--- src/hdl/csw_pkg.sv ---
package csw_pkg;

  localparam int CoordW = 8;   // width of a grid coordinate
  localparam int GridW  = 9;   // width of the grid size registers
  localparam int RadW   = 8;   // width of the radius register
  localparam int OffW   = 10;  // signed offset / position width
  localparam int LegW   = 9;   // leg length and leg progress width
  localparam int CfgIdxW  = 2;
  localparam int CfgDataW = 9;

  localparam int CSW_MAX_DIM = 256;

  // configuration register indexes
  typedef enum logic [CfgIdxW-1:0] {
    REG_GRID_ROWS  = 2'd0,
    REG_GRID_COLS  = 2'd1,
    REG_WALK_RADIUS = 2'd2
  } cfg_reg_t;

  // spiral headings
  typedef enum logic [1:0] {
    HEAD_PCOL = 2'd0,
    HEAD_PROW = 2'd1,
    HEAD_NCOL = 2'd2,
    HEAD_NROW = 2'd3
  } heading_t;

  typedef struct packed {
    logic              restart;
    logic [CoordW-1:0] center_row;
    logic [CoordW-1:0] center_col;
  } req_word_t;

  typedef struct packed {
    logic [CoordW-1:0] cell_row;
    logic [CoordW-1:0] cell_col;
    logic              done_res;
  } res_word_t;

  // spiral walker state, offsets relative to the walk center
  typedef struct packed {
    logic signed [OffW-1:0] off_row;
    logic signed [OffW-1:0] off_col;
    heading_t               heading;
    logic [LegW-1:0]        leg_length;
    logic [LegW-1:0]        leg_progress;
    logic                   second_leg;
  } walk_t;

  typedef struct packed {
    logic hit;     // candidate position is in the grid
    logic beyond;  // candidate position is outside the radius
  } step_flags_t;

endpackage

--- src/hdl/csw_step.sv ---
module csw_step #(
  parameter int MAX_DIM = csw_pkg::CSW_MAX_DIM,
  parameter int CW = ($clog2(MAX_DIM + 1) > csw_pkg::GridW) ?
                     $clog2(MAX_DIM + 1) : csw_pkg::GridW
) (
  input  logic                        restart,
  input  logic [csw_pkg::CoordW-1:0]  center_row,
  input  logic [csw_pkg::CoordW-1:0]  center_col,
  input  logic [csw_pkg::CoordW-1:0]  origin_row,
  input  logic [csw_pkg::CoordW-1:0]  origin_col,
  input  csw_pkg::walk_t              walk,
  input  logic [CW-1:0]               eff_rows,
  input  logic [CW-1:0]               eff_cols,
  input  logic [csw_pkg::RadW-1:0]    radius,
  output csw_pkg::walk_t              walk_next,
  output logic [csw_pkg::CoordW-1:0]  cand_row,
  output logic [csw_pkg::CoordW-1:0]  cand_col,
  output csw_pkg::step_flags_t        flags
);
  import csw_pkg::*;

  walk_t                  adv;
  logic [LegW-1:0]        prog_inc;
  logic signed [OffW-1:0] pos_row;
  logic signed [OffW-1:0] pos_col;
  logic [OffW-1:0]        abs_row;
  logic [OffW-1:0]        abs_col;

  // one spiral step
  always_comb begin
    adv = walk;
    case (walk.heading)
      HEAD_PCOL: adv.off_col = walk.off_col + OffW'(1);
      HEAD_PROW: adv.off_row = walk.off_row + OffW'(1);
      HEAD_NCOL: adv.off_col = walk.off_col - OffW'(1);
      HEAD_NROW: adv.off_row = walk.off_row - OffW'(1);
      default:   adv.off_col = walk.off_col;
    endcase
    prog_inc = walk.leg_progress + LegW'(1);
    adv.leg_progress = prog_inc;
    if (prog_inc >= walk.leg_length) begin
      adv.leg_progress = '0;
      adv.heading      = heading_t'(walk.heading + 2'd1);
      if (walk.second_leg) begin
        adv.leg_length = walk.leg_length + LegW'(1);
        adv.second_leg = 1'b0;
      end else begin
        adv.second_leg = 1'b1;
      end
    end
  end

  always_comb begin
    if (restart) begin
      walk_next = '{off_row: '0, off_col: '0, heading: HEAD_PCOL,
                    leg_length: LegW'(1), leg_progress: '0, second_leg: 1'b0};
      pos_row = $signed({2'b00, center_row});
      pos_col = $signed({2'b00, center_col});
    end else begin
      walk_next = adv;
      pos_row = $signed({2'b00, origin_row}) + adv.off_row;
      pos_col = $signed({2'b00, origin_col}) + adv.off_col;
    end
  end

  assign abs_row = walk_next.off_row[OffW-1] ? OffW'(-walk_next.off_row)
                                             : OffW'(walk_next.off_row);
  assign abs_col = walk_next.off_col[OffW-1] ? OffW'(-walk_next.off_col)
                                             : OffW'(walk_next.off_col);

  assign flags.beyond = (abs_row > OffW'(radius)) || (abs_col > OffW'(radius));
  assign flags.hit    = !pos_row[OffW-1] && !pos_col[OffW-1] &&
                        (CW'(pos_row[OffW-2:0]) < eff_rows) &&
                        (CW'(pos_col[OffW-2:0]) < eff_cols);

  assign cand_row = pos_row[CoordW-1:0];
  assign cand_col = pos_col[CoordW-1:0];

endmodule

--- src/hdl/clipped_spiral_coordinate_walker_core.sv ---
// Square-spiral coordinate walker, clipped to a configurable grid.
// Request channel (req_valid/req_ready/req_word): a word with restart set
// starts a new walk at center_row/center_col; a word with restart clear asks
// for the next in-grid cell of the current walk. Every request word gives
// exactly one result word on res_valid/res_ready/res_word: a cell, or
// done_res with zero coordinates when the walk is over, inactive, or the
// center lies outside the grid.
// Config port (cfg_we/cfg_index/cfg_data): grid rows, grid cols and walk
// radius; write only while no request is in flight.
// Flow: a restart, or a request on an inactive walk, is resolved in ST_RUN
// without a spiral step, and its result word is registered. A next request
// steps the spiral in ST_RUN up to the next in-grid cell or the radius exit,
// one step per cycle through the shared step unit, and then its result word
// is registered; where the spiral runs outside the grid it takes more steps.
// One request is worked on at a time; req_ready is high only when idle.
// A finished result sits in the output register; if the receiver stalls the
// next request is still taken and worked, and its result waits in a holding
// register until the output register frees up.
// Reset (rst, synchronous): registers go to 256 rows, 256 cols, radius 1;
// no walk is active and the output register is empty.
module clipped_spiral_coordinate_walker_core #(
  parameter int MAX_DIM = csw_pkg::CSW_MAX_DIM
) (
  input  logic                          clk,
  input  logic                          rst,
  input  logic                          req_valid,
  output logic                          req_ready,
  input  csw_pkg::req_word_t            req_word,
  output logic                          res_valid,
  input  logic                          res_ready,
  output csw_pkg::res_word_t            res_word,
  input  logic                          cfg_we,
  input  logic [csw_pkg::CfgIdxW-1:0]   cfg_index,
  input  logic [csw_pkg::CfgDataW-1:0]  cfg_data
);
  import csw_pkg::*;

  localparam int EffW = $clog2(MAX_DIM + 1);
  localparam int CW   = (EffW > GridW) ? EffW : GridW;

  typedef enum logic [2:0] {
    ST_IDLE = 3'b001,
    ST_RUN  = 3'b010,
    ST_HOLD = 3'b100
  } state_t;

  state_t state;
  state_t state_next;

  // config registers
  logic [GridW-1:0] grid_rows;
  logic [GridW-1:0] grid_cols;
  logic [RadW-1:0]  walk_radius;
  logic [CW-1:0]    eff_rows;
  logic [CW-1:0]    eff_cols;

  // walker state
  req_word_t          req;
  logic               walk_active;
  logic [CoordW-1:0]  origin_row;
  logic [CoordW-1:0]  origin_col;
  walk_t              walk;
  walk_t              walk_next;
  logic [CoordW-1:0]  cand_row;
  logic [CoordW-1:0]  cand_col;
  step_flags_t        flags;

  // result path
  res_word_t pend;
  res_word_t result;
  logic      finish;
  logic      slot_free;
  logic      load_res;

  always_ff @(posedge clk) begin
    if (rst) begin
      grid_rows   <= GridW'(256);
      grid_cols   <= GridW'(256);
      walk_radius <= RadW'(1);
    end else if (cfg_we) begin
      case (cfg_reg_t'(cfg_index))
        REG_GRID_ROWS:   grid_rows   <= cfg_data[GridW-1:0];
        REG_GRID_COLS:   grid_cols   <= cfg_data[GridW-1:0];
        REG_WALK_RADIUS: walk_radius <= cfg_data[RadW-1:0];
        default: ;
      endcase
    end
  end

  // grid sizes above MAX_DIM act as MAX_DIM
  assign eff_rows = (CW'(grid_rows) > CW'(MAX_DIM)) ? CW'(MAX_DIM) : CW'(grid_rows);
  assign eff_cols = (CW'(grid_cols) > CW'(MAX_DIM)) ? CW'(MAX_DIM) : CW'(grid_cols);

  csw_step #(
    .MAX_DIM (MAX_DIM),
    .CW      (CW)
  ) u_step (
    .restart    (req.restart),
    .center_row (req.center_row),
    .center_col (req.center_col),
    .origin_row (origin_row),
    .origin_col (origin_col),
    .walk       (walk),
    .eff_rows   (eff_rows),
    .eff_cols   (eff_cols),
    .radius     (walk_radius),
    .walk_next  (walk_next),
    .cand_row   (cand_row),
    .cand_col   (cand_col),
    .flags      (flags)
  );

  assign req_ready = (state == ST_IDLE);
  assign slot_free = !res_valid || res_ready;

  // resolve this cycle's step: finish says a result word is ready
  always_comb begin
    finish = 1'b0;
    result = '{cell_row: '0, cell_col: '0, done_res: 1'b1};
    if (state == ST_RUN) begin
      if (req.restart) begin
        finish = 1'b1;
        if (flags.hit) begin
          result = '{cell_row: cand_row, cell_col: cand_col, done_res: 1'b0};
        end
      end else if (!walk_active || flags.beyond) begin
        finish = 1'b1;
      end else if (flags.hit) begin
        finish = 1'b1;
        result = '{cell_row: cand_row, cell_col: cand_col, done_res: 1'b0};
      end
    end
  end

  always_comb begin
    state_next = state;
    load_res   = 1'b0;
    case (state)
      ST_IDLE: begin
        if (req_valid) state_next = ST_RUN;
      end
      ST_RUN: begin
        if (finish) begin
          if (slot_free) begin
            load_res   = 1'b1;
            state_next = ST_IDLE;
          end else begin
            state_next = ST_HOLD;
          end
        end
      end
      ST_HOLD: begin
        if (slot_free) begin
          load_res   = 1'b1;
          state_next = ST_IDLE;
        end
      end
      default: state_next = ST_IDLE;
    endcase
  end

  always_ff @(posedge clk) begin
    if (rst) begin
      state     <= ST_IDLE;
      res_valid <= 1'b0;
    end else begin
      state <= state_next;
      if (load_res) begin
        res_valid <= 1'b1;
      end else if (res_ready) begin
        res_valid <= 1'b0;
      end
    end
  end

  always_ff @(posedge clk) begin
    if (load_res) begin
      res_word <= (state == ST_HOLD) ? pend : result;
    end
    if (state == ST_RUN && finish) begin
      pend <= result;
    end
    if (req_valid && req_ready) begin
      req <= req_word;
    end
  end

  // walker state
  always_ff @(posedge clk) begin
    if (rst) begin
      walk_active <= 1'b0;
      origin_row  <= '0;
      origin_col  <= '0;
      walk        <= '{off_row: '0, off_col: '0, heading: HEAD_PCOL,
                       leg_length: LegW'(1), leg_progress: '0, second_leg: 1'b0};
    end else if (state == ST_RUN) begin
      if (req.restart) begin
        origin_row  <= req.center_row;
        origin_col  <= req.center_col;
        walk        <= walk_next;
        walk_active <= flags.hit;
      end else if (walk_active) begin
        walk <= walk_next;
        if (flags.beyond) begin
          walk_active <= 1'b0;
        end
      end
    end
  end

endmodule
--- config.mk ---
export PLATFORM = sky130hd
export DESIGN_NAME = clipped_spiral_coordinate_walker_core
export DESIGN_NICKNAME = d
export VERILOG_FILES = /design/src/hdl/csw_pkg.sv /design/src/hdl/csw_step.sv /design/src/hdl/clipped_spiral_coordinate_walker_core.sv
export SDC_FILE = /design/constraint.sdc
export NUM_CORES = 1
export LEC_CHECK = 0
export ABC_AREA = 1
export BUFFER_PORTS_ARGS = -buffer_cell sky130_fd_sc_hd__clkbuf_2
export CORE_ASPECT_RATIO = 1.2
export CORE_MARGIN = 2
export CORE_UTILIZATION = 40
export DETAILED_ROUTE_END_ITERATION = 8
export SYNTH_ARGS = -nofsm -noshare
export SYNTH_HDL_FRONTEND = slang
export SYNTH_HIERARCHICAL = 1
export SYNTH_SLANG_ARGS = --single-unit
--- constraint.sdc ---
create_clock -name clk -period 10.2 [get_ports clk]
set_clock_uncertainty 0.15 [all_clocks]
set_input_delay 0 -clock clk [delete_from_list [all_inputs] [get_ports clk]]
set_output_delay 0 -clock clk [all_outputs]
set_load 0.1 [all_outputs]
==> summary.txt <==
Floorplan
  • Core footprint: 0.02374 mm2
  • Die H: 173.5 um
  • Initial Util: 40.32%
  • Die width: 145.2 um
  • Ports: 52
  • Row count: 62
  • Die area: 0.02519 mm2

Pwr
  • Pwr/cell area: 132.8 mW/mm2
  • Tot Pwr: 1.453 mW
  • Leakage Power: 4.884 nW
  • Worst IR drop on VDD: 0.0001040 V

Setup path
  • Critical path capture point type: flop
  • Kind of critical path: flop to flop
  • R2R setup slack: 4.25 ns
  • CP most frequent cell: nand2_1
  • Slowest CP cell: ha_1
  • Crit Reg-Reg Endpoint: res_word[2]$_DFFE_PP_
  • Worst Setup Start Kind: flop
  • Worst-path maximum fanout: 18
  • Worst reg2reg path startpoint: walk[19]$_SDFFE_PP0P_
  • Worst Path Required: 10.17 ns
  • Arrival @ worst endpoint: 5.92 ns
  • Delay-heaviest family, CP: simple AND/OR/NAND/NOR gates
  • WP buf/inv: 7
  • Reg2reg path depth: 34
  • Critical Path Max Stage Delay: 0.56 ns

Finish
  • Nets: 1538
  • FILL cells: 2459
  • Share of cells above drive strength 1: 10.58%
  • Area growth syn-to-layout: 14.31%
  • Ant diodes: 0

Clocking
  • Worst-path clk slew: 0.07 ns
  • CTS tree: done
  • # resized after CTS: 0
  • Clk Latency, worst-skew pair: 0.43 ns
  • Root buf cell: clkbuf_16
  • Total CTS buffers: 17
  • H-tree levels: 4
  • TritonCTS Sinks: 139
  • Clock Path Buffers: 2
  • # Post-CTS Setup Buffers: 0

Place
  • Post-DP HPWL: 17390 um
  • GP Congestion: 0.8819
  • Port bufs: 51

Yosys
  • Syn Inst Count: 1368
  • Syn Std Cell Area: 0.009572 mm2
  • Primary FF master, synth: dfxtp_1
  • YS warnings: 6
  • Synth area leader: dfxtp_1
  • Yosys reg bits: 139
  • Number of synthesized flops with an enable pin: 51
  • Async S/R FF share, synth: 0%
  • Syn_nets: 1473
  • Avg Cell Area, Syn: 6.997 um2
  • Post-synthesis sequential area ratio: 34.41%
  • Leading post-synthesis cells by cell area: dfxtp_1 (18%), edfxtp_1 (16%), nand2_1 (14%), ha_1 (9.2%), inv_1 (8.0%)
  • Synth top area share: 18.41%
  • Count of cell types in the netlist: 54

Worst hold path
  • Worst hold path startpoint: cfg_index[1]
  • WHS Path Cells: 4
  • Hold Path Class: input pin to flop
  • Min-Delay Endpoint: walk_radius[1]$_SDFFE_PP0P_

Global route
  • Largest net degree at the start of global routing: 69
  • First-pass GRT wire length: 39730 um
  • Congestion Overflow GR: 0
  • Antenna violations before repair: 0
  • Number of global-route vias before repair: 8312
  • Global Route Usage Sum: 19.28%

STA
  • Fin. max-slew vios: 0
  • Final period util: 58.33%
  • Final hold violation count: 0
  • Worst rel slew slack: 36.83%
  • Fmax: 0.1681 GHz
  • RSZ-0062 raised after global routing: false
  • Worst Tran Pin Value: 0.9465 ns
  • Endpoints failing setup: 0
  • Tmin final: 5.950 ns
  • Setup TNS: 0 ns

Detailed routing
  • Iter 0 DRT Violations: 437
  • Post-Route WL: 23930 um
  • DRT Pass-1 Iters: 5
  • DR vias: 8614
  • DRC: 0
  • Mean number of vias per cell: 4.878
  • Post-DRT Antenna Nets: 0
  • Detailed-route wire length per cell: 13.55 um

Run
  • Max-cap violations: 0

Outcome
  • Status: finished, final reports clean
## worst max-delay path by stage
stage               cells after the start  slack, ns             startpoint                      to
floorplan                              33       3.87  walk[19]$_SDFFE_PP0P_   res_word[0]$_DFFE_PP_
finish                                 34       4.25  walk[19]$_SDFFE_PP0P_   res_word[2]$_DFFE_PP_
global placement                       34       4.44  walk[19]$_SDFFE_PP0P_  res_word[13]$_DFFE_PP_
detailed placement                     34       4.33  walk[19]$_SDFFE_PP0P_  res_word[14]$_DFFE_PP_
global route                           32       3.63  walk[19]$_SDFFE_PP0P_  res_word[10]$_DFFE_PP_
CTS                                    34       4.31  walk[19]$_SDFFE_PP0P_   res_word[2]$_DFFE_PP_
## layer usage
layer | vias up | part of all wire (%) | track usage, %
met1 | 3876 | 45 | 22.89
met3 | 30 | 3.0 | 3.079
met2 | 149 | 50 | 35.56
met4 | 0 | 1.5 | 5.923
li1 | 4559 | - | -
met5 | - | 0 | 0
## Yosys cell counts (4+ instances only)
cell type	count
a21oi_1	131
a21oi_2	10
ha_1	70
nand2_1	354
xor2_1	15
or2_2	4
nand2_2	19
o21a_1	6
nand3b_1	6
edfxtp_1	51
nand4_1	16
clkbuf_1	15
o21ai_0	84
nand3_2	5
inv_1	204
nand3_1	83
nor3_1	7
inv_2	4
o21ai_2	4
o21ai_1	7
nor2_1	113
buf_2	16
buf_6	9
dfxtp_1	88
## final cells by class
cell class / count / area, um2 / share of cell area (%)
well taps: 320 / 400.4 / 3.659
multi-input cells: 972 / 5210 / 47.62
flip-flops and latches: 139 / 3293 / 30.10
inverters: 214 / 812.0 / 7.421
repair buffers: 89 / 623.1 / 5.695
clock inverters: 15 / 177.7 / 1.624
clock buffers: 17 / 425.4 / 3.888
## per-stage QoR
step,cells,worst slack (ns),utilization (%),hold WS (ns),cell area (um2)
after global routing,1766,3.626,46.09,0.03226,10940
after global placement,1701,4.439,42.16,0.02797,10010
after floorplan,1368,3.869,-,-0.05113,9572
after detailed placement,1701,4.330,42.16,0.02905,10010
final,1766,4.250,46.09,0.01582,10940
after CTS,1766,4.307,46.09,0.0004637,10940
## power by group
part | switching [mW] | internal, mW
Combinational | 0.139 | 0.0560
Clock | 0.278 | 0.371
Sequential | 0.0119 | 0.598
Total | 0.428 | 1.02
## cells in the final DEF, fill, tap and decap left out, drive strengths merged, types with 2 or more instances in the layout
cell and instances:
nor3 10, buf 5, o21a 6, nand3b 6
or2 5, xnor2 4, ha 70, o21ai 95
fa 2, dlygate4sd3 33, o31ai 4, o21bai 2
nand4 16, o211ai 2, bufinv 2, xor2 15
nand3 90, nor2 119, dfxtp 88, clkbuf 68
edfxtp 51, clkinv 5, a21oi 142, nand2 374
inv 220, clkinvlp 2
## sequential cells by signal (all words and copies together) (netlist names)
register     cells
walk_active      1
req             17
res_word        17
state            3
origin_row       8
grid_cols        9
origin_col       8
walk_radius      8
pend            17
walk            41
grid_rows        9
res_valid        1
## cells by family (layout without fill, tap and decap cells)
group / Yosys count / count (layout) / synth area share, %
flops: 139 / 139 / 34.41
buf+inv: 257 / 335 / 11.16
fa+ha+maj: 72 / 72 / 9.569
xor+xnor: 19 / 19 / 1.817
simple gates: 624 / 624 / 28.34
compound gates: 257 / 257 / 14.71
## worst reg2reg max path: cells and delay by family (launching register included)
family | cells | cell delay [ns]
flops | 1 | 0.44
fa+ha+maj | 4 | 1.29
buf+inv | 7 | 0.89
simple gates | 14 | 1.46
compound gates | 9 | 1.41
## repair_timing
| action | CTS | global route |
|---|---|---|
| endpoints found under the hold margin | 47 | 0 |
| hold buffers | 33 | 0 |
| endpoints found under the setup margin | 0 | 0 |
Power figures use the tool's default switching activity.
